File: src/rtl/core/sync_word_frame_deframer_macros.svh
// ----------------------------------------------------------------------------
// Assertion macros for the sync word frame deframer
// Concurrent assertion helpers that fall away in synthesis builds.
// ----------------------------------------------------------------------------
`ifndef SYNC_WORD_FRAME_DEFRAMER_MACROS_SVH
`define SYNC_WORD_FRAME_DEFRAMER_MACROS_SVH

`ifndef SYNTH
// Property must hold at every clock edge outside reset.
`define SWFD_ASSERT(lbl, clk, rstn, prop) \
  lbl: assert property (@(posedge clk) disable iff (!rstn) prop) \
    else $error("swfd assertion failed");
// Condition must never be true outside reset.
`define SWFD_NEVER(lbl, clk, rstn, cond) \
  lbl: assert property (@(posedge clk) disable iff (!rstn) !(cond)) \
    else $error("swfd forbidden condition seen");
`else
`define SWFD_ASSERT(lbl, clk, rstn, prop)
`define SWFD_NEVER(lbl, clk, rstn, cond)
`endif

`endif

File: src/rtl/core/swfd_pkg.sv
// ----------------------------------------------------------------------------
// Sync word frame deframer package
// Shared constants and types of the deframer.
// ----------------------------------------------------------------------------
package swfd_pkg;

  localparam logic [7:0] SYNC_BYTE  = 8'h5A;
  localparam int         PREFIX_LEN = 2 + 1 + 2;
  localparam int         CHECK_LEN  = 2;
  localparam int         RESULT_CAP = 64;
  localparam int         QUEUE_DEPTH = 4;

  // One received byte, tagged by the front with its sync match.
  typedef struct packed {
    logic [7:0] data;
    logic       is_sync;
  } swfd_item_t;

  // Queue to back-end handshake.
  typedef struct packed {
    logic       valid;
    swfd_item_t item;
  } swfd_q_out_t;

  // One emitted frame byte with its flags.
  typedef struct packed {
    logic [7:0] data;
    logic       first;
    logic       last;
    logic       swapped;
  } swfd_result_t;

endpackage

File: src/rtl/core/swfd_ram.sv
// ----------------------------------------------------------------------------
// Generic single-port-write RAM
// One write port and one read port with registered read data.
// ----------------------------------------------------------------------------
module swfd_ram #(
  parameter int WIDTH = 9,
  parameter int DEPTH = 64
) (
  input  logic                     clk_i,
  input  logic                     we_i,
  input  logic [$clog2(DEPTH)-1:0] waddr_i,
  input  logic [WIDTH-1:0]         wdata_i,
  input  logic [$clog2(DEPTH)-1:0] raddr_i,
  output logic [WIDTH-1:0]         rdata_o
);

  logic [WIDTH-1:0] mem_q [DEPTH];
  logic [WIDTH-1:0] rdata_q;

  always_ff @(posedge clk_i) begin
    if (we_i) begin
      mem_q[waddr_i] <= wdata_i;
    end
    rdata_q <= mem_q[raddr_i];
  end

  assign rdata_o = rdata_q;

endmodule

File: src/rtl/core/swfd_front.sv
// ----------------------------------------------------------------------------
// Deframer front end
// Accepts received bytes, tags sync bytes and queues them for the parser.
// ----------------------------------------------------------------------------
module swfd_front import swfd_pkg::*; (
  input  logic        clk_i,
  input  logic        rst_ni,
  input  logic        in_valid_i,
  output logic        in_stall_o,
  input  logic [7:0]  data_byte_i,
  output swfd_q_out_t q_o,
  input  logic        pop_i
);

  localparam int PW = $clog2(QUEUE_DEPTH);
  localparam int CW = $clog2(QUEUE_DEPTH + 1);

  swfd_item_t    slot_q [QUEUE_DEPTH];
  logic [PW-1:0] wr_ptr_q, rd_ptr_q;
  logic [CW-1:0] cnt_q;
  logic          push, pop;

  assign in_stall_o = (cnt_q == CW'(QUEUE_DEPTH));
  assign push       = in_valid_i && !in_stall_o;
  assign pop        = pop_i && (cnt_q != '0);

  assign q_o.valid = (cnt_q != '0);
  assign q_o.item  = slot_q[rd_ptr_q];

  always_ff @(posedge clk_i) begin
    if (push) begin
      slot_q[wr_ptr_q] <= '{data: data_byte_i, is_sync: (data_byte_i == SYNC_BYTE)};
    end
  end

  always_ff @(posedge clk_i or negedge rst_ni) begin
    if (!rst_ni) begin
      wr_ptr_q <= '0;
      rd_ptr_q <= '0;
      cnt_q    <= '0;
    end else begin
      if (push) begin
        wr_ptr_q <= (wr_ptr_q == PW'(QUEUE_DEPTH - 1)) ? '0 : wr_ptr_q + PW'(1);
      end
      if (pop) begin
        rd_ptr_q <= (rd_ptr_q == PW'(QUEUE_DEPTH - 1)) ? '0 : rd_ptr_q + PW'(1);
      end
      if (push && !pop) begin
        cnt_q <= cnt_q + CW'(1);
      end else if (pop && !push) begin
        cnt_q <= cnt_q - CW'(1);
      end
    end
  end

endmodule

File: src/rtl/core/swfd_back.sv
// ----------------------------------------------------------------------------
// Deframer back end
// Window buffer, header search, checksum check and frame emission.
// ----------------------------------------------------------------------------
`include "sync_word_frame_deframer_macros.svh"

module swfd_back import swfd_pkg::*; #(
  parameter int WINDOW_BYTES = 64
) (
  input  logic         clk_i,
  input  logic         rst_ni,
  input  swfd_q_out_t  q_i,
  output logic         pop_o,
  output logic         out_valid_o,
  input  logic         out_stall_i,
  output swfd_result_t out_o,
  output logic         out_lir_o
);

  localparam int AW = $clog2(WINDOW_BYTES);
  localparam int FW = $clog2(WINDOW_BYTES + 1);
  localparam int SW = FW + 1;

  typedef enum logic [4:0] {
    S_IDLE, S_APPEND, S_CHECK, S_SCAN_RD, S_SCAN_USE,
    S_LEN_RD, S_LEN_USE, S_LEN_RD2, S_LEN_USE2,
    S_SUM_RD, S_SUM_USE, S_CK_RD, S_CK_USE, S_CK_RD2, S_CK_USE2,
    S_EMIT_RD, S_EMIT_USE, S_FINISH
  } state_e;

  state_e        state_q;
  logic [AW-1:0] head_q, idx_q;
  logic [FW-1:0] fill_q, flen_q;
  logic          prev_q, swapped_q;
  logic [7:0]    lo_q;
  logic [15:0]   sum_q;
  logic [6:0]    cnt_q;
  swfd_item_t    byte_q;
  logic          pend_v_q, out_v_q, out_lir_q;
  swfd_result_t  pend_q, out_q;

  logic [8:0]    rdata;
  logic [AW-1:0] raddr, waddr;
  logic [SW-1:0] rsum, wsum, dsum;
  logic [FW-1:0] drop_n, drop_fill;
  logic [AW-1:0] drop_head;
  logic          we, out_free, found, more_idx, out_load;
  logic [16:0]   flen17;
  logic [15:0]   le, be;
  swfd_result_t  new_res;

  // Physical address of logical window index idx_q.
  assign rsum  = SW'(head_q) + SW'(idx_q);
  assign raddr = (rsum >= SW'(WINDOW_BYTES)) ? AW'(rsum - SW'(WINDOW_BYTES)) : AW'(rsum);

  // Shared drop unit: remove drop_n bytes from the window front.
  always_comb begin
    drop_n = '0;
    case (state_q)
      S_APPEND:   drop_n = (fill_q == FW'(WINDOW_BYTES)) ? FW'(1) : '0;
      S_SCAN_USE: drop_n = found ? FW'(idx_q) - FW'(1) : fill_q - FW'(1);
      S_LEN_USE2: drop_n = FW'(1);
      S_CK_USE2:  drop_n = FW'(1);
      S_EMIT_USE: drop_n = flen_q;
      default:    drop_n = '0;
    endcase
  end

  assign dsum      = SW'(head_q) + SW'(drop_n);
  assign drop_head = (dsum >= SW'(WINDOW_BYTES)) ? AW'(dsum - SW'(WINDOW_BYTES)) : AW'(dsum);
  assign drop_fill = fill_q - drop_n;

  // Append address after a possible full-window drop.
  assign wsum  = SW'(drop_head) + SW'(drop_fill);
  assign waddr = (wsum >= SW'(WINDOW_BYTES)) ? AW'(wsum - SW'(WINDOW_BYTES)) : AW'(wsum);
  assign we    = (state_q == S_APPEND);

  swfd_ram #(.WIDTH(9), .DEPTH(WINDOW_BYTES)) u_window (
    .clk_i   (clk_i),
    .we_i    (we),
    .waddr_i (waddr),
    .wdata_i (byte_q),
    .raddr_i (raddr),
    .rdata_o (rdata)
  );

  assign found    = prev_q && rdata[0];
  assign more_idx = (FW'(idx_q) + FW'(1)) < fill_q;
  assign flen17   = 17'(PREFIX_LEN + CHECK_LEN) + {1'b0, rdata[8:1], lo_q};
  assign le       = {rdata[8:1], lo_q};
  assign be       = {lo_q, rdata[8:1]};
  assign out_free = !out_v_q || !out_stall_i;
  assign pop_o    = (state_q == S_IDLE);

  // The pending result moves to the output register when a newer result
  // replaces it during emission, or when the run ends.
  assign out_load = pend_v_q && out_free &&
                    (((state_q == S_EMIT_USE) && (cnt_q < 7'(RESULT_CAP))) ||
                     (state_q == S_FINISH));

  assign new_res.data    = rdata[8:1];
  assign new_res.first   = (idx_q == '0);
  assign new_res.last    = (FW'(idx_q) == flen_q - FW'(1));
  assign new_res.swapped = swapped_q;

  always_ff @(posedge clk_i or negedge rst_ni) begin
    if (!rst_ni) begin
      state_q   <= S_IDLE;
      head_q    <= '0;
      fill_q    <= '0;
      idx_q     <= '0;
      prev_q    <= 1'b0;
      swapped_q <= 1'b0;
      lo_q      <= '0;
      sum_q     <= '0;
      cnt_q     <= '0;
      flen_q    <= '0;
      byte_q    <= '0;
      pend_v_q  <= 1'b0;
      pend_q    <= '0;
      out_v_q   <= 1'b0;
      out_q     <= '0;
      out_lir_q <= 1'b0;
    end else begin
      if (out_load) begin
        out_q     <= pend_q;
        out_lir_q <= (state_q == S_FINISH);
        out_v_q   <= 1'b1;
      end else if (!out_stall_i) begin
        out_v_q <= 1'b0;
      end
      case (state_q)
        S_IDLE: begin
          if (q_i.valid) begin
            byte_q  <= q_i.item;
            state_q <= S_APPEND;
          end
        end
        S_APPEND: begin
          head_q  <= drop_head;
          fill_q  <= drop_fill + FW'(1);
          cnt_q   <= '0;
          state_q <= S_CHECK;
        end
        S_CHECK: begin
          if (fill_q < FW'(PREFIX_LEN)) begin
            state_q <= S_FINISH;
          end else begin
            idx_q   <= '0;
            prev_q  <= 1'b0;
            state_q <= S_SCAN_RD;
          end
        end
        S_SCAN_RD: state_q <= S_SCAN_USE;
        S_SCAN_USE: begin
          if (found) begin
            head_q <= drop_head;
            fill_q <= drop_fill;
            idx_q  <= AW'(3);
            if (drop_fill < FW'(PREFIX_LEN)) begin
              state_q <= S_FINISH;
            end else begin
              state_q <= S_LEN_RD;
            end
          end else if (more_idx) begin
            prev_q  <= rdata[0];
            idx_q   <= idx_q + AW'(1);
            state_q <= S_SCAN_RD;
          end else begin
            head_q  <= drop_head;
            fill_q  <= drop_fill;
            state_q <= S_FINISH;
          end
        end
        S_LEN_RD: state_q <= S_LEN_USE;
        S_LEN_USE: begin
          lo_q    <= rdata[8:1];
          idx_q   <= AW'(4);
          state_q <= S_LEN_RD2;
        end
        S_LEN_RD2: state_q <= S_LEN_USE2;
        S_LEN_USE2: begin
          if (flen17 > 17'(WINDOW_BYTES)) begin
            head_q  <= drop_head;
            fill_q  <= drop_fill;
            state_q <= S_CHECK;
          end else if (17'(fill_q) < flen17) begin
            state_q <= S_FINISH;
          end else begin
            flen_q  <= FW'(flen17);
            sum_q   <= '0;
            idx_q   <= '0;
            state_q <= S_SUM_RD;
          end
        end
        S_SUM_RD: state_q <= S_SUM_USE;
        S_SUM_USE: begin
          sum_q <= sum_q + 16'(rdata[8:1]);
          if ((FW'(idx_q) + FW'(1)) < (flen_q - FW'(CHECK_LEN))) begin
            idx_q   <= idx_q + AW'(1);
            state_q <= S_SUM_RD;
          end else begin
            idx_q   <= AW'(flen_q - FW'(CHECK_LEN));
            state_q <= S_CK_RD;
          end
        end
        S_CK_RD: state_q <= S_CK_USE;
        S_CK_USE: begin
          lo_q    <= rdata[8:1];
          idx_q   <= AW'(flen_q - FW'(1));
          state_q <= S_CK_RD2;
        end
        S_CK_RD2: state_q <= S_CK_USE2;
        S_CK_USE2: begin
          if (sum_q == le || sum_q == be) begin
            swapped_q <= (sum_q != le);
            idx_q     <= '0;
            state_q   <= S_EMIT_RD;
          end else begin
            head_q  <= drop_head;
            fill_q  <= drop_fill;
            state_q <= S_CHECK;
          end
        end
        S_EMIT_RD: state_q <= S_EMIT_USE;
        S_EMIT_USE: begin
          if (cnt_q >= 7'(RESULT_CAP) || !pend_v_q || out_free) begin
            if (cnt_q < 7'(RESULT_CAP)) begin
              pend_q   <= new_res;
              pend_v_q <= 1'b1;
              cnt_q    <= cnt_q + 7'd1;
            end
            if (new_res.last) begin
              head_q  <= drop_head;
              fill_q  <= drop_fill;
              state_q <= S_CHECK;
            end else begin
              idx_q   <= idx_q + AW'(1);
              state_q <= S_EMIT_RD;
            end
          end
        end
        S_FINISH: begin
          if (!pend_v_q) begin
            state_q <= S_IDLE;
          end else if (out_free) begin
            pend_v_q <= 1'b0;
            state_q  <= S_IDLE;
          end
        end
        default: state_q <= S_IDLE;
      endcase
    end
  end

  assign out_valid_o = out_v_q;
  assign out_o       = out_q;
  assign out_lir_o   = out_lir_q;

  `SWFD_ASSERT(a_fill_bound, clk_i, rst_ni, 32'(fill_q) <= WINDOW_BYTES)
  `SWFD_ASSERT(a_head_bound, clk_i, rst_ni, 32'(head_q) < WINDOW_BYTES)
  `SWFD_ASSERT(a_idle_no_pend, clk_i, rst_ni, (state_q == S_IDLE) |-> !pend_v_q)
  `SWFD_NEVER(a_cap_exceeded, clk_i, rst_ni, cnt_q > 7'(RESULT_CAP))

endmodule

File: src/rtl/core/sync_word_frame_deframer.sv
// ----------------------------------------------------------------------------
// Sync word frame deframer
// Recovers checksummed frames that start with the sync word 0x5A 0x5A.
// ----------------------------------------------------------------------------
// Received bytes enter a four-item queue and are appended one at a time to a
// window buffer of WINDOW_BYTES bytes. After each append the parser hunts for
// the sync pair, reads the little-endian length, sums the frame and compares
// the sum with the trailing checksum in either byte order. Every step reads
// the window RAM one byte at a time: the header scan walks the filled window,
// and the sum and the emission each walk the frame; a mismatch repeats the
// scan after dropping one byte. Accepted frames leave byte by byte; the last
// result caused by an item carries last_in_run, so each frame byte is held
// one result back until the parser knows whether more follow. Bytes queue on
// the input while the parser is busy, and the output register lets the
// parser continue while a result waits to be taken.
module sync_word_frame_deframer import swfd_pkg::*; #(
  parameter int WINDOW_BYTES = 64
) (
  input  logic       clk_i,
  input  logic       rst_ni,
  input  logic       in_valid_i,
  output logic       in_stall_o,
  input  logic [7:0] data_byte_i,
  output logic       out_valid_o,
  input  logic       out_stall_i,
  output logic [7:0] frame_byte_o,
  output logic       first_of_frame_o,
  output logic       last_of_frame_o,
  output logic       checksum_swapped_o,
  output logic       last_in_run_o
);

  swfd_q_out_t  q;
  logic         pop;
  swfd_result_t res;

  // Front end: takes bytes and tags the sync bytes.
  swfd_front u_front (
    .clk_i       (clk_i),
    .rst_ni      (rst_ni),
    .in_valid_i  (in_valid_i),
    .in_stall_o  (in_stall_o),
    .data_byte_i (data_byte_i),
    .q_o         (q),
    .pop_i       (pop)
  );

  // Back end: window, parser and output register.
  swfd_back #(.WINDOW_BYTES(WINDOW_BYTES)) u_back (
    .clk_i       (clk_i),
    .rst_ni      (rst_ni),
    .q_i         (q),
    .pop_o       (pop),
    .out_valid_o (out_valid_o),
    .out_stall_i (out_stall_i),
    .out_o       (res),
    .out_lir_o   (last_in_run_o)
  );

  assign frame_byte_o       = res.data;
  assign first_of_frame_o   = res.first;
  assign last_of_frame_o    = res.last;
  assign checksum_swapped_o = res.swapped;

endmodule

File: config.mk
export PLATFORM = sky130hd
export DESIGN_NAME = sync_word_frame_deframer
export DESIGN_NICKNAME = d
export VERILOG_FILES = /design/src/rtl/core/swfd_pkg.sv /design/src/rtl/core/swfd_ram.sv /design/src/rtl/core/swfd_front.sv /design/src/rtl/core/swfd_back.sv /design/src/rtl/core/sync_word_frame_deframer.sv
export VERILOG_INCLUDE_DIRS = /design/src /design/src/rtl/core
export SDC_FILE = /design/constraint.sdc
export NUM_CORES = 1
export LEC_CHECK = 0
export ABC_AREA = 1
export BUFFER_PORTS_ARGS = -buffer_cell sky130_fd_sc_hd__buf_2
export CAP_MARGIN = 20
export CORE_MARGIN = 10
export CORE_UTILIZATION = 25
export DETAILED_ROUTE_END_ITERATION = 6
export GPL_TIMING_DRIVEN = 0
export PLACE_DENSITY = 0.37
export SETUP_SLACK_MARGIN = 0.5
export SLEW_MARGIN = 30
export SYNTH_ARGS = -nofsm -noshare
export SYNTH_HDL_FRONTEND = slang
export SYNTH_SLANG_ARGS = --single-unit
File: constraint.sdc
create_clock -name clk_i -period 9.9 [get_ports clk_i]
set_input_delay 0.495 -clock clk_i [delete_from_list [all_inputs] [get_ports clk_i]]
set_output_delay 0.495 -clock clk_i [all_outputs]
set_load 0.01 [all_outputs]
==> results of run 1 <==
[per-stage QoR]
stage	util, %	cells	instance area [um2]	hold WS [ns]
after floorplan	-	3074	32700	0.199
final	29.5	5014	38200	0.0466
after global placement	27.0	4841	35000	0.462
after global routing	29.5	5014	38200	0.00830
after CTS	29.5	5014	38200	0.000541
after detailed placement	27.3	4853	35400	0.394
[area by class of cell]
cell class / count / area (um2)
clock buffers: 116 / 2380
inverters: 162 / 608
clock inverters: 42 / 439
plain buffers: 153 / 623
flip-flops and latches: 726 / 21200
multi-input cells: 2033 / 10400
repair buffers: 40 / 427
fillers: 13500 / 91400
well taps: 1742 / 2180
[synth_stat cells, drive strengths merged (35+ instances only)]
| master | number |
|---|---|
| a21oi | 54 |
| clkbuf | 129 |
| dfrtp | 105 |
| edfxtp | 612 |
| ha | 62 |
| inv | 161 |
| nand2 | 506 |
| nand3 | 126 |
| nand4 | 42 |
| nor2 | 548 |
| o21ai | 411 |
| o221ai | 73 |
| o22ai | 72 |
| xor2 | 35 |
[logic make-up after synthesis]
kind of cell,share of synthesized area (%)
flops,64.9
xor+xnor,1.12
mux,0.103
buf+inv,3.77
simple gates,15.7
compound gates,11.7
fa+ha+maj,2.74
[what timing repair did]
| item | in CTS | in global routing |
|---|---|---|
| hold buffers | 3 | 0 |
| hold endpoints to repair | 39 | 0 |
| setup buffers | 0 | 0 |
[worst reg2reg max path: cells and delay by family, from the launching register on]
kind | cells | cell delay (ns)
simple gates | 12 | 3.14
fa+ha+maj | 3 | 1.06
compound gates | 2 | 0.77
flops | 1 | 0.43
xor+xnor | 1 | 0.25
buf+inv | 4 | 0.35
[per-layer routing]
layer	wire [um]	global-route usage [%]
met3	5050	2.47
met1	53300	21.0
met4	3180	4.39
met2	53600	25.0
met5	0	0
[registers in the layout (all words and copies together), names as in the netlist, 7 cells and up]
| register | cells |
|---|---|
| u_back.out_o | 11 |
| u_back.cnt_q | 7 |
| u_back.flen_q | 7 |
| u_back.lo_q | 8 |
| u_back.sum_q | 16 |
| u_back.u_window.mem_q | 576 |
| u_back.fill_q | 7 |
| u_back.byte_q | 9 |
| u_front.slot_q | 36 |
| u_back.u_window.rdata_o | 9 |
| u_back.pend_q | 11 |
[where the power goes]
| group | total [mW] | internal [mW] | switching [mW] |
|---|---|---|---|
| logic | 5.76 | 1.44 | 4.32 |
| clock network | 3.23 | 1.88 | 1.35 |
| registers | 4.41 | 4.01 | 0.399 |
| total | 13.4 | 7.33 | 6.07 |
[worst max-delay path by stage]
stage | cells past startpoint | slack [ns] | to | start
floorplan | 24 | 5.35 | u_back.u_window.mem_q[32][0] | u_back.state_q[0]
global placement | 20 | 3.38 | u_back.u_window.mem_q[49][3] | u_back.state_q[0]
detailed placement | 23 | 3.56 | u_back.u_window.mem_q[11][8] | u_back.state_q[2]
CTS | 23 | 3.57 | u_back.u_window.mem_q[11][8] | u_back.state_q[2]
global route | 23 | 3.01 | u_back.u_window.mem_q[11][8] | u_back.state_q[0]
finish | 22 | 3.52 | u_back.u_window.mem_q[11][8] | u_back.state_q[0]
==> impl_metrics.ini, run 1 <==
[detailed_routing]
viasPerCell = 4.69
drc = 0
wl_per_cell_um = 23.0
final_antenna_net_count = 0
drt_wl_total_um = 115000
vias = 23500
drt_iter0_markers = 1876
firstDrtPassIters = 7

[sta]
slew_headroom_pct = 27.0
layout_min_cycle_time_ns = 6.38
rsz0062_at_grt = false
drv_slew = 0
finalCritPeriodShare_pct = 64.4
fmax_mhz = 157
tns_ns = 0
hold_violations = 0
tightest_slew_ns = 1.10
fin_ws_ns = 3.52
setup_violations = 0
clock_skew_ns = 0.0367

[critical_path]
arrival_ns = 6.68
startpoint_type = flip-flop
path_cells = inv_1 -> nor2_1 -> nand2_1 -> o41ai_1 -> ha_1 -> inv_1 -> fa_1 -> nand3_1 -> nand2_1 -> xor2_1 -> inv_1 -> ha_1 -> nand2_1 -> nor2_1 -> nand2_1 -> o211ai_1 -> or2_2 -> nand2_1 -> inv_1 -> nand2_1 -> nand4_1 -> nor2_1
rr_startpoint = u_back.state_q[0]
setup.reg_to_reg.worst_slack_ns = 3.52
worstPathRequired_ns = 10.20
crit_type = reg -> reg
path_max_fanout = 9
crit_slowest_cell = nor2_1
r2r_end = u_back.u_window.mem_q[11][8]
slowest_delay_ns = 0.91
r2r_cells = 22
cpLargestDelayFamily = simple AND/OR/NAND/NOR gates
critPathMostFrequentCell = nand2_1
end_kind = flip-flop
path_buf_inv = 4

[floorplan]
die_height_um = 381
fp-row-count = 132
die_w_um = 381
pin_count = 26
dieArea_um2 = 146000
initial_core_util_pct = 25.2
core_um2 = 130000

[logic_synthesis]
synth_area_leaders = edfxtp_1 56%, dfrtp_1 8.0%, nor2_1 6.3%, o21ai_0 6.1%, nand2_1 5.8%
ys_ff_latch = 726
async_reset_ff_share_pct = 14.5
seq_area_frac_synth_pct = 64.9
syn_area_um2 = 32700
synth_top_area_cell = edfxtp_1
yosys_warnings = 0
synth.net_count = 3154
synth_area_per_cell_um2 = 10.6
synth_top_flop_cell = edfxtp_1
synth-edff-count = 612
synth_top_area_share_pct = 56.3
yosysUniqueCellTypes = 54
synthCells = 3074

[layout]
final_common_cell = edfxtp_1
finalNetCount = 3285
mostFrequentLayoutCells = 612 x edfxtp_1, 508 x nor2_1, 503 x nand2_1, 397 x o21ai_0, 155 x inv_1
n_antenna_cell = 0
drive_gt1_share_pct = 8.01
area_delta_synth_final_pct = 17.0

[outcome]
status = complete, no violations

[global_routing]
grt_max_degree = 75
gr-usage-all-layers_pct = 15.4
grt_pass1_wl_um = 166000
grt_remaining_overflow = 0
grt_pass1_vias = 23100
antenna_found_initial = 2

[power_and_ir_drop]
power.total_mw = 13.4
power.density_nw_per_um2 = 350
total_leakage_power_nw = 13.9
peakVddDrop_mv = 0.157

[place]
gp_congestion = 0.849
dpl.hpwl_um = 80000
place_ws_ns = 3.56
port_buffers = 25

[min_path]
hp-start = data_byte_i[3]
hold_class = in -> reg
holdPathEnd = u_front.slot_q[2][4]
whs_path_depth = 1

[clocking]
clk_pin_slew_worst_paths_ns = 0.06
cts_root_buf = clkbuf_16
cts_htree_levels = 3
cts_buffers = 89
clock_path_buffers = 3
post_cts_resized = 0
tritoncts_num_sinks = 726
clk_latency_ns = 0.69
cts_tree = yes

[flow_run]
cap_violations = 0
(Power assumes the default switching activity.)
==> run 2, diff against run 1 <==
==> constraint.sdc (replaced) <==
create_clock -name clk_i -period 5.9 [get_ports clk_i]
set_input_delay 0.295 -clock clk_i [delete_from_list [all_inputs] [get_ports clk_i]]
set_output_delay 0.295 -clock clk_i [all_outputs]
set_load 0.01 [all_outputs]
==> run 2 against run 1 <==
  * Final cell count rose by 1.2%
  * Power rose by 75%
  * Design area rose by 3.7%
  * Register-to-register slack got worse by 2.8 ns
  * First-iteration DRC count rose by 3.7%
  * Sequential power rose by 68%
  * Worst hold slack improved by 0.046 ns
  * Flip-flop and latch count did not move
  * Clock skew rose by 0.0047 ns
  * Die area did not move
  * Utilization rose by 1.1 points
  * Sequential share of layout area fell by 2.0 points
  * Largest cell class unchanged
  * Largest power group unchanged
  * Highest routed layer unchanged
==> impl_metrics.ini, run 2 (synthesized netlist as in run 1, its figures left out) <==
[clocking]
cts_htree_levels = 3
tritoncts_num_sinks = 726
cts_buffers = 89
cts_root_buf = clkbuf_16
cts_tree = yes
clk_pin_slew_worst_paths_ns = 0.06
clk_latency_ns = 0.70
clock_path_buffers = 3

[detailed_routing]
viasPerCell = 4.72
firstDrtPassIters = 6
final_antenna_net_count = 0
drt_iter0_markers = 1945
wl_per_cell_um = 22.9
drt_wl_total_um = 116000
vias = 23900
drc = 0

[place]
place_ws_ns = -0.435
gp_congestion = 0.849
dp.cells = 4853
port_buffers = 25
dpl.hpwl_um = 80000

[layout]
top_regs = u_back.u_window.mem_q: 576 flops, u_front.slot_q: 36 flops, u_back.sum_q: 16 flops
mostFrequentLayoutCells = 612 x edfxtp_1, 493 x nand2_1, 476 x nor2_1, 396 x o21ai_0, 155 x inv_1
finalNetCount = 3347
final_cells = 5076
n_antenna_cell = 0
largest_reg_flops = 576
area_delta_synth_final_pct = 21.4
top_register = u_back.u_window.mem_q
drive_gt1_share_pct = 11.1
final_common_cell = edfxtp_1

[sta]
hold_violations = 0
finalCritPeriodShare_pct = 87.2
tightest_slew_ns = 1.09
layout_min_cycle_time_ns = 5.15
fin_ws_ns = 0.755
fmax_mhz = 194
rsz0062_at_grt = false
slew_headroom_pct = 27.3
drv_slew = 0
clock_skew_ns = 0.0414
tns_ns = 0
setup_violations = 0

[global_routing]
grt_remaining_overflow = 0
grt_max_degree = 75
grt_pass1_wl_um = 168000
gr-usage-all-layers_pct = 15.5
grt_pass1_vias = 23600
antenna_found_initial = 3

[power_and_ir_drop]
total_switching_power_mw = 10.8
swShare_pct = 46.0
comb_power_share_pct = 45.4
peakVddDrop_mv = 0.477
power_frac_seq_pct = 31.5
power.total_mw = 23.5
p_int_mw = 12.7
p_clk_share_pct = 23.1
power.density_nw_per_um2 = 593
total_leakage_power_nw = 14.4

[floorplan]
pin_count = 26
dieArea_um2 = 146000
initial_core_util_pct = 25.2
core_um2 = 130000
die_height_um = 381
die_w_um = 381
fp-row-count = 132

[critical_path]
worstPathRequired_ns = 6.30
end_kind = flip-flop
crit_start = u_back.idx_q[0]
startpoint_type = flip-flop
crit_type = reg -> reg
critPathMostFrequentCell = nand2_1
crit_slowest_cell = dfrtp_1
slowest_delay_ns = 0.61
arrival_ns = 5.54
path_buf_inv = 7
rr_startpoint = u_back.idx_q[0]
path_max_fanout = 9
cpLargestDelayFamily = simple AND/OR/NAND/NOR gates

[min_path]
hold_class = in -> async

[flow_run]
cap_violations = 0

[outcome]
status = complete, no violations
run 2: stage by stage:
step / utilization (%) / cell area, um2 / hold WS (ns)
2_1_floorplan: - / 32700 / -0.000591
3_3_place_gp: 27.0 / 35000 / 0.462
3_5_place_dp: 27.3 / 35400 / 0.194
4_1_cts: 30.4 / 39500 / 0.0444
5_1_grt: 30.6 / 39600 / 0.0846
6_report: 30.6 / 39600 / 0.0924
run 2: area by class of cell:
type	count	area (um2)
Tap cell	1742	2180
Clock inverter	42	439
Clock buffer	116	2380
Multi-Input combinational cell	2033	10900
Inverter	162	608
Buffer	153	628
Fill cell	13400	90000
Timing Repair Buffer	102	1300
Sequential cell	726	21200
run 2: what timing repair did:
item / in CTS / in global routing
pin swaps: 36 / 1
resized for setup: 110 / 18
hold endpoints to repair: 141 / 0
endpoints found under the setup margin: 576 / 576
hold buffers: 10 / 0
buffers inserted: 51 / 4
run 2: power groups by stage:
stage	sequential, mW	combinational [mW]	clock (mW)
2_1_floorplan	7.33	5.26	0
3_3_place_gp	8.07	8.97	0
3_5_place_dp	7.53	9.66	0
4_1_cts	7.42	10.4	5.55
5_1_grt	7.49	11.6	5.76
6_report	7.41	10.7	5.42
run 2: worst paths after layout:
kind / slack (ns) / cells past startpoint / endpoint
hold reg to reg: 0.47 / 2 / u_back.out_o[5]
hold / removal: 0.09 / 2 / u_back.cnt_q[4]
setup reg to reg: 0.75 / 26 / u_back.u_window.mem_q[10][7]
max in group asynchronous: 5.10 / 3 / u_back.byte_q[6]
setup / recovery: 0.75 / 26 / u_back.u_window.mem_q[10][7]
min in group clk_i: 0.24 / 4 / u_front.wr_ptr_q[1]
run 2: metal layers:
metal  up-vias  track usage (%)  share of wire (%)
li1      11300                -                  -
met1     11900             21.2                 46
met2       568             25.1                 47
met3       174             2.43                4.3
met4         0             4.71                2.9
met5         -                0                  0
